<file path="src/sv/plen_pkg.sv">
// Shared constants and types for the positional list engine.
`timescale 1ns / 1ps

package plen_pkg;

  // Field widths
  localparam int CMD_W  = 2;
  localparam int POS_W  = 5;
  localparam int VAL_W  = 32;
  localparam int STAT_W = 2;
  localparam int LEN_W  = 5;

  // Operation codes
  localparam logic [CMD_W-1:0] CMD_INSERT  = 2'd0;
  localparam logic [CMD_W-1:0] CMD_DELETE  = 2'd1;
  localparam logic [CMD_W-1:0] CMD_SEARCH  = 2'd2;
  localparam logic [CMD_W-1:0] CMD_REPLACE = 2'd3;

  // Status codes
  localparam logic [STAT_W-1:0] ST_OK       = 2'd0;
  localparam logic [STAT_W-1:0] ST_BADPOS   = 2'd1;
  localparam logic [STAT_W-1:0] ST_FULL     = 2'd2;
  localparam logic [STAT_W-1:0] ST_NOTFOUND = 2'd3;

  // Broadcast control to every cell of the chain
  typedef struct packed {
    logic ins_en;     // open a gap at the target and write there
    logic del_en;     // close the gap at the target
    logic rep_en;     // overwrite the target
    logic hit_load;   // capture compare result
    logic hit_shift;  // move hit flags one cell towards the head
  } cell_ctl_t;

endpackage

</file>
<file path="src/sv/positional_list_engine_core.sv">
// Top level of the positional list engine: control, result buffering and the cell chain.
//
//  channel  | handshake             | payload
//  ---------+-----------------------+-------------------------------------
//  request  | req_valid / req_stall | cmd, position, value
//  response | rsp_valid / rsp_stall | status, found_position, list_length
//
// Insert, delete and replace finish in the accepting cycle; unless the port stalls, the
// word shows on the response port from the next cycle. A new request can be taken every
// cycle while no search runs. A search holds the request side until the first match reaches
// the head, or no hit flag is left, as hit flags walk one cell per cycle towards the head.
// Reset empties the list at once. A word waiting under stall does not block the next
// request; a second finished word goes to a spare slot, and requests stall until it drains.
`timescale 1ns / 1ps

module positional_list_engine_core #(
  parameter int CAPACITY = 16
) (
  input  logic                                clk,
  input  logic                                rst,
  input  logic                                req_valid,
  output logic                                req_stall,
  input  logic [plen_pkg::CMD_W-1:0]          cmd,
  input  logic [plen_pkg::POS_W-1:0]          position,
  input  logic signed [plen_pkg::VAL_W-1:0]   value,
  output logic                                rsp_valid,
  input  logic                                rsp_stall,
  output logic [plen_pkg::STAT_W-1:0]         status,
  output logic [plen_pkg::POS_W-1:0]          found_position,
  output logic [plen_pkg::LEN_W-1:0]          list_length
);
  import plen_pkg::*;

  localparam int IDXW = (CAPACITY > 1) ? $clog2(CAPACITY) : 1;
  localparam int CNTW = $clog2(CAPACITY + 1);
  localparam int WW   = ((CNTW > POS_W) ? CNTW : POS_W) + 1;

  typedef enum logic [1:0] {
    S_IDLE = 2'b01,
    S_SCAN = 2'b10
  } state_t;

  typedef struct packed {
    logic [STAT_W-1:0] status;
    logic [POS_W-1:0]  found;
    logic [LEN_W-1:0]  len;
  } res_t;

  state_t            state, state_next;
  logic [CNTW-1:0]   count, count_next;
  logic [CNTW-1:0]   scan_idx;
  res_t              out_res, pend_res, res;
  logic              pend_valid;
  logic              done;
  logic              go_scan;
  logic              accept;
  logic              out_free;
  logic              any_hit;
  logic [WW-1:0]     pos_w, cnt_w;
  logic              ins_pos_ok, acc_pos_ok, full;
  logic [IDXW-1:0]   target;
  cell_ctl_t         ctl;

  logic signed [VAL_W-1:0] values     [CAPACITY];
  logic signed [VAL_W-1:0] prev_v     [CAPACITY];
  logic signed [VAL_W-1:0] next_v     [CAPACITY];
  logic [CAPACITY-1:0]     hits;
  logic [CAPACITY-1:0]     next_hits;
  logic [CAPACITY-1:0]     in_list;

  assign req_stall = (state != S_IDLE) || pend_valid;
  assign accept    = req_valid && !req_stall;
  assign out_free  = !rsp_valid || !rsp_stall;

  // Position checks in a width that holds both the field and the count
  assign pos_w      = WW'(position);
  assign cnt_w      = WW'(count);
  assign ins_pos_ok = (pos_w != '0) && (pos_w <= cnt_w + WW'(1));
  assign acc_pos_ok = (pos_w != '0) && (pos_w <= cnt_w);
  assign full       = (cnt_w == WW'(CAPACITY));
  assign target     = IDXW'(pos_w - WW'(1));
  assign any_hit    = |hits;

  // Decode the request or step the search, and form the finished word
  always_comb begin
    ctl        = '0;
    count_next = count;
    state_next = state;
    done       = 1'b0;
    go_scan    = 1'b0;
    res.status = ST_OK;
    res.found  = '0;
    res.len    = LEN_W'(cnt_w);
    case (state)
      S_IDLE: begin
        if (accept) begin
          case (cmd)
            CMD_INSERT: begin
              done = 1'b1;
              if (!ins_pos_ok) begin
                res.status = ST_BADPOS;
              end else if (full) begin
                res.status = ST_FULL;
              end else begin
                ctl.ins_en = 1'b1;
                count_next = count + 1'b1;
              end
            end
            CMD_DELETE: begin
              done = 1'b1;
              if (!acc_pos_ok) begin
                res.status = ST_BADPOS;
              end else begin
                ctl.del_en = 1'b1;
                count_next = count - 1'b1;
              end
            end
            CMD_SEARCH: begin
              ctl.hit_load = 1'b1;
              go_scan      = 1'b1;
              state_next   = S_SCAN;
            end
            default: begin
              done = 1'b1;
              if (!acc_pos_ok) begin
                res.status = ST_BADPOS;
              end else begin
                ctl.rep_en = 1'b1;
              end
            end
          endcase
          res.len = LEN_W'(WW'(count_next));
        end
      end
      S_SCAN: begin
        if (hits[0]) begin
          done       = 1'b1;
          res.found  = POS_W'(WW'(scan_idx) + WW'(1));
          state_next = S_IDLE;
        end else if (!any_hit) begin
          done       = 1'b1;
          res.status = ST_NOTFOUND;
          state_next = S_IDLE;
        end else begin
          ctl.hit_shift = 1'b1;
        end
      end
      default: begin
        state_next = S_IDLE;
      end
    endcase
  end

  // Control state
  always_ff @(posedge clk) begin
    if (rst) begin
      state    <= S_IDLE;
      count    <= '0;
      scan_idx <= '0;
    end else begin
      state <= state_next;
      count <= count_next;
      if (go_scan) begin
        scan_idx <= '0;
      end else if (ctl.hit_shift) begin
        scan_idx <= scan_idx + 1'b1;
      end
    end
  end

  // Response register with a spare slot behind it
  always_ff @(posedge clk) begin
    if (rst) begin
      rsp_valid  <= 1'b0;
      pend_valid <= 1'b0;
    end else if (done) begin
      if (out_free) begin
        rsp_valid <= 1'b1;
      end else begin
        pend_valid <= 1'b1;
      end
    end else if (pend_valid && out_free) begin
      rsp_valid  <= 1'b1;
      pend_valid <= 1'b0;
    end else if (rsp_valid && !rsp_stall) begin
      rsp_valid <= 1'b0;
    end
  end

  always_ff @(posedge clk) begin
    if (done) begin
      if (out_free) begin
        out_res <= res;
      end else begin
        pend_res <= res;
      end
    end else if (pend_valid && out_free) begin
      out_res <= pend_res;
    end
  end

  assign status         = out_res.status;
  assign found_position = out_res.found;
  assign list_length    = out_res.len;

  // Chain of cells, each wired to its neighbours; the ends see zero
  for (genvar i = 0; i < CAPACITY; i++) begin : g_cell
    localparam logic [IDXW-1:0] SLOT = IDXW'(i);

    if (i == 0) begin : g_head
      assign prev_v[i] = '0;
    end else begin : g_mid_prev
      assign prev_v[i] = values[i-1];
    end

    if (i == CAPACITY - 1) begin : g_tail
      assign next_v[i]    = '0;
      assign next_hits[i] = 1'b0;
    end else begin : g_mid_next
      assign next_v[i]    = values[i+1];
      assign next_hits[i] = hits[i+1];
    end

    assign in_list[i] = (WW'(i) < cnt_w);

    plen_cell #(
      .IDXW (IDXW)
    ) u_cell (
      .clk        (clk),
      .rst        (rst),
      .ctl        (ctl),
      .target     (target),
      .slot       (SLOT),
      .in_list    (in_list[i]),
      .wr_value   (value),
      .prev_value (prev_v[i]),
      .next_value (next_v[i]),
      .next_hit   (next_hits[i]),
      .value      (values[i]),
      .hit        (hits[i])
    );
  end

endmodule

</file>
<file path="src/sv/plen_cell.sv">
// One cell of the list chain: holds a single entry and its search hit flag.
`timescale 1ns / 1ps

module plen_cell #(
  parameter int IDXW = 4
) (
  input  logic                                clk,
  input  logic                                rst,
  input  plen_pkg::cell_ctl_t                 ctl,
  input  logic [IDXW-1:0]                     target,
  input  logic [IDXW-1:0]                     slot,
  input  logic                                in_list,
  input  logic signed [plen_pkg::VAL_W-1:0]   wr_value,
  input  logic signed [plen_pkg::VAL_W-1:0]   prev_value,
  input  logic signed [plen_pkg::VAL_W-1:0]   next_value,
  input  logic                                next_hit,
  output logic signed [plen_pkg::VAL_W-1:0]   value,
  output logic                                hit
);
  import plen_pkg::*;

  logic                    at_target;
  logic                    past_target;
  logic signed [VAL_W-1:0] value_next;

  assign at_target   = (slot == target);
  assign past_target = (slot > target);

  // Pick the new entry: hold, take a neighbour's entry, or take the written word
  always_comb begin
    value_next = value;
    if (ctl.ins_en) begin
      if (at_target) begin
        value_next = wr_value;
      end else if (past_target) begin
        value_next = prev_value;
      end
    end
    if (ctl.del_en && (at_target || past_target)) begin
      value_next = next_value;
    end
    if (ctl.rep_en && at_target) begin
      value_next = wr_value;
    end
  end

  // Entry storage
  always_ff @(posedge clk) begin
    value <= value_next;
  end

  // Hit flag: load on a search, then pass towards the head
  always_ff @(posedge clk) begin
    if (rst) begin
      hit <= 1'b0;
    end else if (ctl.hit_load) begin
      hit <= in_list && (value == wr_value);
    end else if (ctl.hit_shift) begin
      hit <= next_hit;
    end
  end

endmodule
</file>
<file path="config.mk">
export PLATFORM = sky130hd
export DESIGN_NAME = positional_list_engine_core
export DESIGN_NICKNAME = d
export VERILOG_FILES = /design/src/sv/plen_pkg.sv /design/src/sv/positional_list_engine_core.sv /design/src/sv/plen_cell.sv
export SDC_FILE = /design/constraint.sdc
export NUM_CORES = 2
export LEC_CHECK = 0
export BUFFER_PORTS_ARGS = -buffer_cell sky130_fd_sc_hd__buf_2
export CAP_MARGIN = 10
export CORE_UTILIZATION = 40
export CTS_CLUSTER_SIZE = 16
export DETAILED_ROUTE_END_ITERATION = 10
export HOLD_SLACK_MARGIN = 0.12
export PLACE_DENSITY = 0.64
export SYNTH_ARGS = -nofsm -noshare
export SYNTH_HDL_FRONTEND = slang
export SYNTH_SLANG_ARGS = --single-unit
</file>
<file path="constraint.sdc">
create_clock -name clk -period 11.4 [get_ports clk]
set_input_delay 1.14 -clock clk [delete_from_list [all_inputs] [get_ports clk]]
set_output_delay 1.14 -clock clk [all_outputs]
set_load 0.02 [all_outputs]
</file>
==> metrics.txt <==
CP Launch Point=position[0]; final setup margin=6.47 ns; CP Class=input port to flop; synth warn=0; commonest non-fill, non-tap cells in the layout=edfxtp_1 (536), xnor2_1 (317), a21oi_1 (239), xor2_1 (208), nor2_1 (169); H-tree Lvls=2; synthesized cell area=34,900 µm²; commonest non-fill, non-tap cell in the layout=edfxtp_1; CP startpoint kind=input port; number of routed nets with antenna violations=0; crit-path max FO=55; Worst-Margin Slew=1.20 ns; total gr overflow=0; largest family of logic cells by synthesized area=compound AO/OA/AOI/OAI gates; register area share after synthesis=0.479; First DRT Iteration DRCs=4,269; reg2reg start=count[1]; Avg WL per Cell=28.7 µm; placed inst area=36,000 µm²; gr busiest metal=met1; # IOs=57; FF-to-FF End=g_cell[11].u_cell.value[8]; Setup Viol. Count Final=0; Syn Inst Count=3,282; die area=88,400 µm²; CP max stage cell=a21o_1; Fillers=8,012; vias in the first global route=26.1k; RSZ-0062 raised after global routing=no; delay-heaviest family, CP=compound AO/OA/AOI/OAI gates; Post-CTS Resized=0; initial antenna violation count=4; drc violations=0; CTS Sinks=566; simple-gate share of the synthesized area=0.111; VDD IR max=136 µV; part of the cycle the worst path needs=0.432; R2R Setup Slk=6.62 ns; CORE AREA=85,800 µm²; global-route wire length before repair=181 mm; min Tclk post-route=4.93 ns; CP most frequent cell=a21o_1; gr usage total=0.275; CTS tree=built; Arr. time, crit path=5.44 ns; DP HPWL=86.7 mm; clk buf depth=3; GRT met3 Usage=0.0481; min-delay src=g_cell[15].u_cell.hit; Post-Route WL=125 mm; Die W=297 µm; WHS Path Cells=2; clk_lat worst skew=0.66 ns; Main synth FF type=edfxtp_1; Max Freq=0.203 GHz; status=finished clean; std cell rows=107; Starting Density=0.406; power density over the cells=136 nW/µm²; Hold WC Path Type=flop to flop; Design Area, Final=38,000 µm²; pin count of the biggest net entering global routing=65; drt via density=6.40; Port Buf Inserts=56; Slew headroom=0.196; post-synthesis mux area share=0.0688; Post-synth EDFFs=536; Hold-fix buffers, CTS=0; worst slack at placement=5.96 ns; R2R cell count=9; post-synthesis adder-cell area fraction=0.00718; Critical Path Max Stage Delay=0.91 ns; CP required=11.92 ns; max-cap viol count=0; chip height=297 µm; Seq cells post-synth=566; worst-path cell chain=buf_2, inv_1, ha_1, or4b_1, and3_4, a21o_1, nand2_2, buf_4, a21o_1, a221o_1; layout cells sized above 1=0.135; leak pwr=13.2 nW; Max Slew Vio Count=0; WHS Endpoint=g_cell[15].u_cell.hit; Final Util=0.443; clk_skew=0.0343 ns; compound-cell area share of the yosys netlist=0.152; GR Layer Usage met1=0.407; Reg clk slew, reported paths=0.06 ns; Worst setup EP type=flop; DR pass1 iterations=7; Area Growth Syn to Fin=9.01%; XOR/XNOR Fraction of Synth Area=0.132; vias=27.8k; Num CTS Buffers=61; Synth cell types=75; Post-synth ARST share=0; Setup TNS=0 ns; Post-CTS Setup Bufs=0; synthesized area per cell=10.6 µm²; clk root buf=clkbuf_16; Bufs and invs on worst path=3; met2 usage=0.401; Mapped Nets=3,345; nets=3,216; Final Wtd Congestion=0.926; final hold viol count=0; Hold WS=0.485 ns
[layout make-up]
type,instances,area [µm²],area share
inverter,90,338,0.00889
multi-input combinational,2299,16700,0.438
clock inverter,28,338,0.00889
clock buffer,87,1670,0.0440
tap,1144,1430,0.0377
antenna,1,2.50,0.0000658
timing repair buffer,135,873,0.0230
sequential,566,16700,0.439
[routing by layer]
metal	vias to the layer above	routed length, µm
li1	11900	-
met1	13700	52300
met3	280	15000
met2	1953	53300
met4	0	4490
met5	-	0
[worst min-delay path, stage by stage, from the launching register on]
cell and delay (ns):
dfxtp_1 0.33, nand2_1 0.06, a21oi_1 0.05
[how the worst max path moves through the flow]
stage / slack, ns / cells after the start / endpoint
floorplan: 5.73 / 13 / g_cell[4].u_cell.value[0]
detailed placement: 5.96 / 10 / g_cell[12].u_cell.value[3]
CTS: 6.64 / 10 / g_cell[12].u_cell.value[3]
global route: 6.31 / 10 / g_cell[12].u_cell.value[7]
finish: 6.47 / 10 / g_cell[12].u_cell.value[8]
global placement: 6.12 / 10 / g_cell[12].u_cell.value[21]
[power by group]
group / switching [mW] / internal, mW
combinational: 0.443 / 0.235
sequential: 0.0811 / 2.36
clock: 0.882 / 1.18
[per-stage QoR]
stage / instances / power [mW]
after floorplan: 3282 / 2.91
after global placement: 4234 / 3.13
after detailed placement: 4234 / 3.14
after CTS: 4349 / 5.16
after global routing: 4349 / 5.30
final: 4350 / 5.18
[sequential cells by signal, indices dropped and copies added (netlist names)]
name and cells:
status 2, found_position 5, list_length 5, g_cell.u_cell.hit 16, g_cell.u_cell.value 512, count 5, pend_res 12, rsp_valid 1
scan_idx 5, pend_valid 1, state 2
[logic make-up (layout without fill, tap and decap cells)]
kind of cell / count (synthesis) / after routing
buffers and inverters: 417 / 340
XOR/XNOR: 525 / 525
other: 0 / 1
flip-flops: 566 / 566
AO/OA/AOI/OAI: 755 / 755
multiplexers: 231 / 231
adder cells (fa/ha/maj): 20 / 20
AND/OR/NAND/NOR: 768 / 768
[synthesized netlist by cell type (68+ instances only)]
| library cell | n | area [µm²] |
|---|---|---|
| nand4_1 | 97 | 607 |
| nor3_1 | 71 | 355 |
| xor2_1 | 208 | 1820 |
| nor2_1 | 174 | 653 |
| nor4_1 | 71 | 444 |
| nand2_1 | 169 | 634 |
| edfxtp_1 | 536 | 16100 |
| clkbuf_1 | 204 | 766 |
| mux2i_1 | 163 | 1630 |
| o21ai_0 | 72 | 360 |
| a21oi_1 | 247 | 1240 |
| buf_2 | 73 | 365 |
| xnor2_1 | 317 | 2780 |
| mux2_2 | 68 | 766 |
| o22ai_1 | 84 | 526 |
| inv_1 | 90 | 338 |
Note: power is estimated with default switching activity, not from simulation.
